==> src/gpf_pkg.sv <==
package gpf_pkg;

  // Default width of the value under test
  localparam int VALUE_BITS_DEFAULT = 16;

  // First odd candidate and first trial divisor
  localparam int FIRST_CAND = 3;
  localparam int FIRST_DIVISOR = 2;

  // Commands from the controller to the datapath
  typedef struct packed {
    logic load;          // latch the word, candidate back to three
    logic test_init;     // pick the number under test, divisor back to two
    logic test_partner;  // with test_init: test value minus candidate
    logic div_start;     // start a remainder on the current divisor
    logic step_divisor;  // move on to the next divisor
    logic next_cand;     // move on to the next odd candidate
    logic publish_found; // latch the pair as the result
    logic publish_none;  // latch a not-found result
  } cmd_t;

  // Status from the datapath to the controller
  typedef struct packed {
    logic value_odd;     // word under work is odd
    logic cand_below;    // candidate is below the word
    logic square_over;   // divisor squared exceeds the number under test
    logic rem_done;      // remainder is ready, one cycle
    logic rem_zero;      // divisor divides the number under test
  } status_t;

endpackage

==> src/gpf_rem_unit.sv <==
module gpf_rem_unit #(
  parameter int VALUE_BITS = gpf_pkg::VALUE_BITS_DEFAULT
) (
  input  logic                  clk,
  input  logic                  rst,
  input  logic                  start,
  input  logic [VALUE_BITS-1:0] dividend,
  input  logic [VALUE_BITS-1:0] divisor,
  output logic                  done,
  output logic                  rem_zero
);

  localparam int CNT_BITS = $clog2(VALUE_BITS + 1);

  logic                  running;
  logic [CNT_BITS-1:0]   count;
  logic [VALUE_BITS-1:0] rem;
  logic [VALUE_BITS-1:0] shifter;
  logic [VALUE_BITS:0]   trial;
  logic [VALUE_BITS:0]   trial_sub;
  logic                  fits;

  // One restoring step: bring down the next dividend bit, subtract if it fits
  assign trial     = {rem, shifter[VALUE_BITS-1]};
  assign fits      = trial >= {1'b0, divisor};
  assign trial_sub = trial - {1'b0, divisor};
  assign rem_zero  = (rem == '0);

  // Step counter and handshake
  always_ff @(posedge clk) begin
    if (rst) begin
      running <= 1'b0;
      count   <= '0;
      done    <= 1'b0;
    end else begin
      done <= 1'b0;
      if (start) begin
        running <= 1'b1;
        count   <= CNT_BITS'(VALUE_BITS);
      end else if (running) begin
        count <= count - 1'b1;
        if (count == CNT_BITS'(1)) begin
          running <= 1'b0;
          done    <= 1'b1;
        end
      end
    end
  end

  // Partial remainder and dividend shift register
  always_ff @(posedge clk) begin
    if (start) begin
      rem     <= '0;
      shifter <= dividend;
    end else if (running) begin
      rem     <= fits ? trial_sub[VALUE_BITS-1:0] : trial[VALUE_BITS-1:0];
      shifter <= {shifter[VALUE_BITS-2:0], 1'b0};
    end
  end

endmodule

==> src/gpf_datapath.sv <==
module gpf_datapath #(
  parameter int VALUE_BITS = gpf_pkg::VALUE_BITS_DEFAULT
) (
  input  logic                  clk,
  input  logic                  rst,
  input  logic [VALUE_BITS-1:0] even_value,
  input  gpf_pkg::cmd_t         cmd,
  output gpf_pkg::status_t      status,
  output logic                  found,
  output logic [VALUE_BITS-1:0] smaller_prime,
  output logic [VALUE_BITS-1:0] partner_prime
);

  localparam int SQ_BITS = VALUE_BITS + 2;

  logic [VALUE_BITS-1:0] value;
  logic [VALUE_BITS-1:0] cand;
  logic [VALUE_BITS-1:0] num;
  logic [VALUE_BITS-1:0] divisor;
  logic [SQ_BITS-1:0]    square;
  logic [VALUE_BITS-1:0] partner;
  logic                  rem_done;
  logic                  rem_zero;

  assign partner = value - cand;

  // Word, candidate, number under test, divisor and its square
  always_ff @(posedge clk) begin
    if (cmd.load) begin
      value <= even_value;
      cand  <= VALUE_BITS'(gpf_pkg::FIRST_CAND);
    end else if (cmd.next_cand) begin
      cand <= cand + VALUE_BITS'(2);
    end
    if (cmd.test_init) begin
      num     <= cmd.test_partner ? partner : cand;
      divisor <= VALUE_BITS'(gpf_pkg::FIRST_DIVISOR);
      square  <= SQ_BITS'(gpf_pkg::FIRST_DIVISOR * gpf_pkg::FIRST_DIVISOR);
    end else if (cmd.step_divisor) begin
      // (d+1)^2 = d^2 + 2d + 1
      divisor <= divisor + 1'b1;
      square  <= square + {1'b0, divisor, 1'b1};
    end
  end

  // Result registers
  always_ff @(posedge clk) begin
    if (cmd.publish_found) begin
      found         <= 1'b1;
      smaller_prime <= cand;
      partner_prime <= partner;
    end else if (cmd.publish_none) begin
      found         <= 1'b0;
      smaller_prime <= '0;
      partner_prime <= '0;
    end
  end

  gpf_rem_unit #(
    .VALUE_BITS(VALUE_BITS)
  ) u_rem (
    .clk      (clk),
    .rst      (rst),
    .start    (cmd.div_start),
    .dividend (num),
    .divisor  (divisor),
    .done     (rem_done),
    .rem_zero (rem_zero)
  );

  always_comb begin
    status.value_odd   = value[0];
    status.cand_below  = cand < value;
    status.square_over = square > {2'b00, num};
    status.rem_done    = rem_done;
    status.rem_zero    = rem_zero;
  end

endmodule

==> src/gpf_ctrl.sv <==
module gpf_ctrl (
  input  logic             clk,
  input  logic             rst,
  input  logic             start,
  input  gpf_pkg::status_t status,
  output gpf_pkg::cmd_t    cmd,
  output logic             busy,
  output logic             done
);

  localparam logic [1:0] S_IDLE  = 2'd0;
  localparam logic [1:0] S_CHECK = 2'd1;
  localparam logic [1:0] S_TEST  = 2'd2;
  localparam logic [1:0] S_DIV   = 2'd3;

  logic [1:0] state;
  logic [1:0] state_next;
  logic       on_partner;
  logic       on_partner_next;
  logic       done_next;

  assign busy = (state != S_IDLE);

  // Sequencing of candidates, tests and trial divisions
  always_comb begin
    state_next      = state;
    on_partner_next = on_partner;
    done_next       = 1'b0;
    cmd             = '0;
    unique case (state)
      S_IDLE: begin
        if (start) begin
          cmd.load   = 1'b1;
          state_next = S_CHECK;
        end
      end
      S_CHECK: begin
        if (status.value_odd || !status.cand_below) begin
          cmd.publish_none = 1'b1;
          done_next        = 1'b1;
          state_next       = S_IDLE;
        end else begin
          cmd.test_init   = 1'b1;
          on_partner_next = 1'b0;
          state_next      = S_TEST;
        end
      end
      S_TEST: begin
        if (status.square_over) begin
          // number passed; test the partner or report the pair
          if (on_partner) begin
            cmd.publish_found = 1'b1;
            done_next         = 1'b1;
            state_next        = S_IDLE;
          end else begin
            cmd.test_init    = 1'b1;
            cmd.test_partner = 1'b1;
            on_partner_next  = 1'b1;
          end
        end else begin
          cmd.div_start = 1'b1;
          state_next    = S_DIV;
        end
      end
      S_DIV: begin
        if (status.rem_done) begin
          if (status.rem_zero) begin
            cmd.next_cand = 1'b1;
            state_next    = S_CHECK;
          end else begin
            cmd.step_divisor = 1'b1;
            state_next       = S_TEST;
          end
        end
      end
      default: state_next = S_IDLE;
    endcase
  end

  always_ff @(posedge clk) begin
    if (rst) begin
      state      <= S_IDLE;
      on_partner <= 1'b0;
      done       <= 1'b0;
    end else begin
      state      <= state_next;
      on_partner <= on_partner_next;
      done       <= done_next;
    end
  end

endmodule

==> src/goldbach_prime_pair_finder.sv <==
// Channel  Handshake            Ports
// -------  -------------------  ----------------------------------------------
// input    start, busy          even_value
// result   done (one cycle)     found, smaller_prime, partner_prime
//
// One word at a time. Each trial divisor is one run of the bit-serial
// remainder unit; each candidate first passes through a check state, and each
// candidate that passes trial division is followed by a test of its partner.
// Odd words, 0 and 2 report not found from the check state, with no division.
// rst is synchronous; results hold until the next one; the receiver cannot stall.
module goldbach_prime_pair_finder #(
  parameter int VALUE_BITS = gpf_pkg::VALUE_BITS_DEFAULT
) (
  input  logic                  clk,
  input  logic                  rst,
  input  logic                  start,
  output logic                  busy,
  input  logic [VALUE_BITS-1:0] even_value,
  output logic                  done,
  output logic                  found,
  output logic [VALUE_BITS-1:0] smaller_prime,
  output logic [VALUE_BITS-1:0] partner_prime
);

  gpf_pkg::cmd_t    cmd;
  gpf_pkg::status_t status;

  gpf_ctrl u_ctrl (
    .clk    (clk),
    .rst    (rst),
    .start  (start),
    .status (status),
    .cmd    (cmd),
    .busy   (busy),
    .done   (done)
  );

  gpf_datapath #(
    .VALUE_BITS(VALUE_BITS)
  ) u_datapath (
    .clk           (clk),
    .rst           (rst),
    .even_value    (even_value),
    .cmd           (cmd),
    .status        (status),
    .found         (found),
    .smaller_prime (smaller_prime),
    .partner_prime (partner_prime)
  );

endmodule

==> config.mk <==
export PLATFORM = sky130hd
export DESIGN_NAME = goldbach_prime_pair_finder
export DESIGN_NICKNAME = d
export VERILOG_FILES = /design/src/gpf_pkg.sv /design/src/gpf_rem_unit.sv /design/src/gpf_datapath.sv /design/src/gpf_ctrl.sv /design/src/goldbach_prime_pair_finder.sv
export SDC_FILE = /design/constraint.sdc
export NUM_CORES = 1
export LEC_CHECK = 0
export BUFFER_PORTS_ARGS = -buffer_cell sky130_fd_sc_hd__buf_2
export CAP_MARGIN = 20
export CORE_MARGIN = 2
export CORE_UTILIZATION = 62
export DETAILED_ROUTE_END_ITERATION = 6
export PLACE_DENSITY_LB_ADDON = 0.15
export SYNTH_ARGS = -nofsm -noshare
export SYNTH_HDL_FRONTEND = slang
export SYNTH_SLANG_ARGS = --single-unit
==> constraint.sdc <==
create_clock -name clk -period 4.63 [get_ports clk]
set_input_delay 0.926 -clock clk [delete_from_list [all_inputs] [get_ports clk]]
set_output_delay 0.926 -clock clk [all_outputs]
set_load 0.005 [all_outputs]
==> run summary <==
Switching Share - 37.0%
initial antenna violation count - 0
worst-path cell with the longest stage delay - o21a_2
Post-DP HPWL - 14.9 mm
Clock power frac - 28.4%
met2 WL post-DR - 9.82 mm
All-Layer GR Usage - 27.3%
nets - 1,122
CTS tree - done
Die H - 125 um
Congestion Overflow GR - 0
Synth cell types - 67
Post-synth EDFFs - 80
crit path launch type - flip-flop
Worst-Skew Late Latency - 0.43 ns
RSZ-0062 raised after global routing - no
die area - 15,700 um2
via count - 7,352
slew margin rel. - 28.6%
MaxCap Viol Count - 0
Post-Syn Area - 9120 um2
area growth from synthesis to layout - 11.4%
vias in the first global route - 7,086
GPL Wtd Cong - 0.884
register share of total power - 35.4%
hold-fix buffer count after cts - 0
Final min period - 3.38 ns
flops & latches, synth - 157
Post-Syn Instances - 978
CP required - 4.68 ns
DR WL/cell - 16.9 um
pre-CTS setup slack - 1.27 ns
syn_nets - 1,073
status - finished, final reports clean
Max Fclk - 296 MHz
most frequent cells in the layout - 101 x nor2_1, 80 x edfxtp_1, 77 x dfxtp_1
M1 WL - 9.25 mm
Sum Neg Setup Slack - 0 ns
H-tree levels - 4
Slew Limit Fails - 0
switching pwr - 1.83 mW
CTS buffer count - 17
met3 WL - 955 um
layout cells sized above 1 - 11.4%
Top Layer Used - met4
sequential area share after synthesis - 43.2%
Setup CP Type - reg -> reg
pwr/cell area - 486 nW/um2
Initial Utilization - 63.0%
# setup viols final - 0
number of placed I/O pins - 54
Ys Warns - 0
HP Start - u_datapath.found
Worst Setup End Kind - flip-flop
die width - 125 um
Async S/R FF share, synth - 0%
antenna-violating nets left - 0
CORE AREA - 14,500 um2
static leakage power - 4.14 nW
worst path arrival time - 3.43 ns
first-pass GRT wire length - 34.6 mm
drt pass-1 iters - 5
ys flop type - edfxtp_1
Critical Path Fanout Max - 50
CP startpoint - u_datapath.num[15]
delay-heaviest family, CP - compound AO/OA/AOI/OAI gates
final WL - 20.7 mm
Hold Crit Class - reg -> reg
# resized after CTS - 0
CTS clk-pin slew, worst paths - 0.07 ns
clock tree sinks - 157
peak supply drop - 0.306 mV
Worst Path Buf+Inv - 2
fin crit share - 73.0%
CTS max path bufs - 2
final clock skew - 0.00897 ns
drt via density - 6.01
Max stage delay on crit path - 0.91 ns
R2R Path Start - u_datapath.num[15]
post-CTS setup buffer count - 0
initial DRC count - 610
DRC viols - 0
Avg Inst Size Synth - 9.33 um2
worst-margin pin slew - 1.07 ns
Ant. Diodes - 0
clock root buffer - clkbuf_16
largest net degree at the start of global routing - 51
crit path cell chain - inv_1 > ha_1 > nand3_1 > nor4_1 > and4_1 > a221oi_2 > nor4_2 > buf_4 > o21a_2
PortBufs - 53
leading cell type in the layout, fill and taps excluded - nor2_1
combinational cell fraction of total power - 36.1%
setup ws final - 1.25 ns
internal power - 3.11 mW
Hold Fails Final Rpt - 0
row count - 44
-- synth_stat cells (3+ instances only) --
| cell type | number | area [um2] |
|---|---|---|
| nand3_1 | 35 | 175 |
| xnor2_1 | 56 | 490 |
| ha_1 | 73 | 913 |
| edfxtp_1 | 80 | 2400 |
| nor3_1 | 28 | 140 |
| inv_1 | 74 | 278 |
| a41oi_1 | 4 | 35.0 |
| and4_1 | 3 | 26.3 |
| nor2_1 | 101 | 379 |
| a221oi_1 | 4 | 35.0 |
| a21o_1 | 24 | 180 |
| nand2_1 | 71 | 267 |
| or3_1 | 10 | 62.6 |
| o21ai_0 | 74 | 370 |
| dfxtp_1 | 77 | 1540 |
| o21bai_1 | 4 | 30.0 |
| a211o_1 | 4 | 35.0 |
| mux2_2 | 6 | 67.6 |
| a21oi_1 | 45 | 225 |
| o22ai_1 | 3 | 18.8 |
| nand2b_1 | 6 | 37.5 |
| a211oi_1 | 14 | 105 |
| o21a_1 | 14 | 105 |
| nand4_1 | 8 | 50.1 |
| nor3b_1 | 3 | 22.5 |
| or4_1 | 3 | 22.5 |
| nor4_1 | 11 | 68.8 |
| and2_1 | 15 | 93.8 |
| nor2b_1 | 9 | 56.3 |
| o211ai_1 | 5 | 37.5 |
| and3_1 | 8 | 50.1 |
| clkbuf_1 | 25 | 93.8 |
| xor2_1 | 8 | 70.1 |
| fa_1 | 3 | 60.1 |
| or2_2 | 3 | 18.8 |
| a31oi_1 | 17 | 106 |
| buf_2 | 6 | 30.0 |
| nor4_2 | 4 | 50.1 |
| o31a_1 | 6 | 52.6 |
-- power groups by stage --
stage               clock (mW)  combinational [mW]  sequential (mW)
floorplan                    0                1.38             1.73
global placement             0                1.72             1.78
detailed placement           0                1.74             1.78
CTS                       1.42                1.76             1.75
global route              1.47                2.00             1.77
finish                    1.40                1.79             1.75
-- routing by layer --
metal  vias up  track usage (%)
li1       3628                -
met1      3437             35.4
met2       233             45.2
met3        54             5.13
met4         0             11.0
met5         -                0
-- registers in the layout, indices dropped and copies added, names as in the netlist, 2 cells and up --
register	cells
u_ctrl.state	2
u_datapath.cand	15
u_datapath.divisor	16
u_datapath.num	16
u_datapath.partner_prime	16
u_datapath.smaller_prime	16
u_datapath.square	18
u_datapath.u_rem.count	5
u_datapath.u_rem.rem	16
u_datapath.u_rem.shifter	16
u_datapath.value	16
-- metrics by stage --
| stage | utilization (%) | std cells | hold slack (ns) | total power, mW | cell area, um2 |
|---|---|---|---|---|---|
| final | 70.2 | 1224 | 0.496 | 4.94 | 10200 |
| after global routing | 70.2 | 1224 | 0.517 | 5.24 | 10200 |
| after CTS | 70.2 | 1224 | 0.496 | 4.92 | 10200 |
| after detailed placement | 66.1 | 1192 | 0.484 | 3.52 | 9580 |
| after global placement | 66.1 | 1192 | 0.453 | 3.50 | 9580 |
| after floorplan | - | 978 | 0.451 | 3.11 | 9120 |
-- path summary, 6_finish.rpt --
check / end / slack, ns / cells after the start
max: u_datapath.num[6] / 1.25 / 9
min: u_datapath.found / 0.50 / 1
max reg2reg: u_datapath.num[6] / 1.25 / 9
min reg2reg: u_datapath.found / 0.50 / 1
-- logic make-up after synthesis --
logic type / Yosys count / share of synthesized area (%)
compound gates: 241 / 17.0
xor+xnor: 64 / 6.14
fa+ha+maj: 76 / 10.7
buf+inv: 107 / 4.50
flops: 157 / 43.2
mux: 8 / 0.960
simple gates: 325 / 17.5
-- layout make-up --
cell class | instances | area [um2]
Multi-Input combinational cell | 714 | 4790
Fill cell | 1130 | 4310
Sequential cell | 157 | 3940
Clock buffer | 18 | 439
Timing Repair Buffer | 62 | 333
Inverter | 75 | 282
Tap cell | 184 | 230
Clock inverter | 14 | 151
Note: power is estimated with default switching activity, not from simulation.
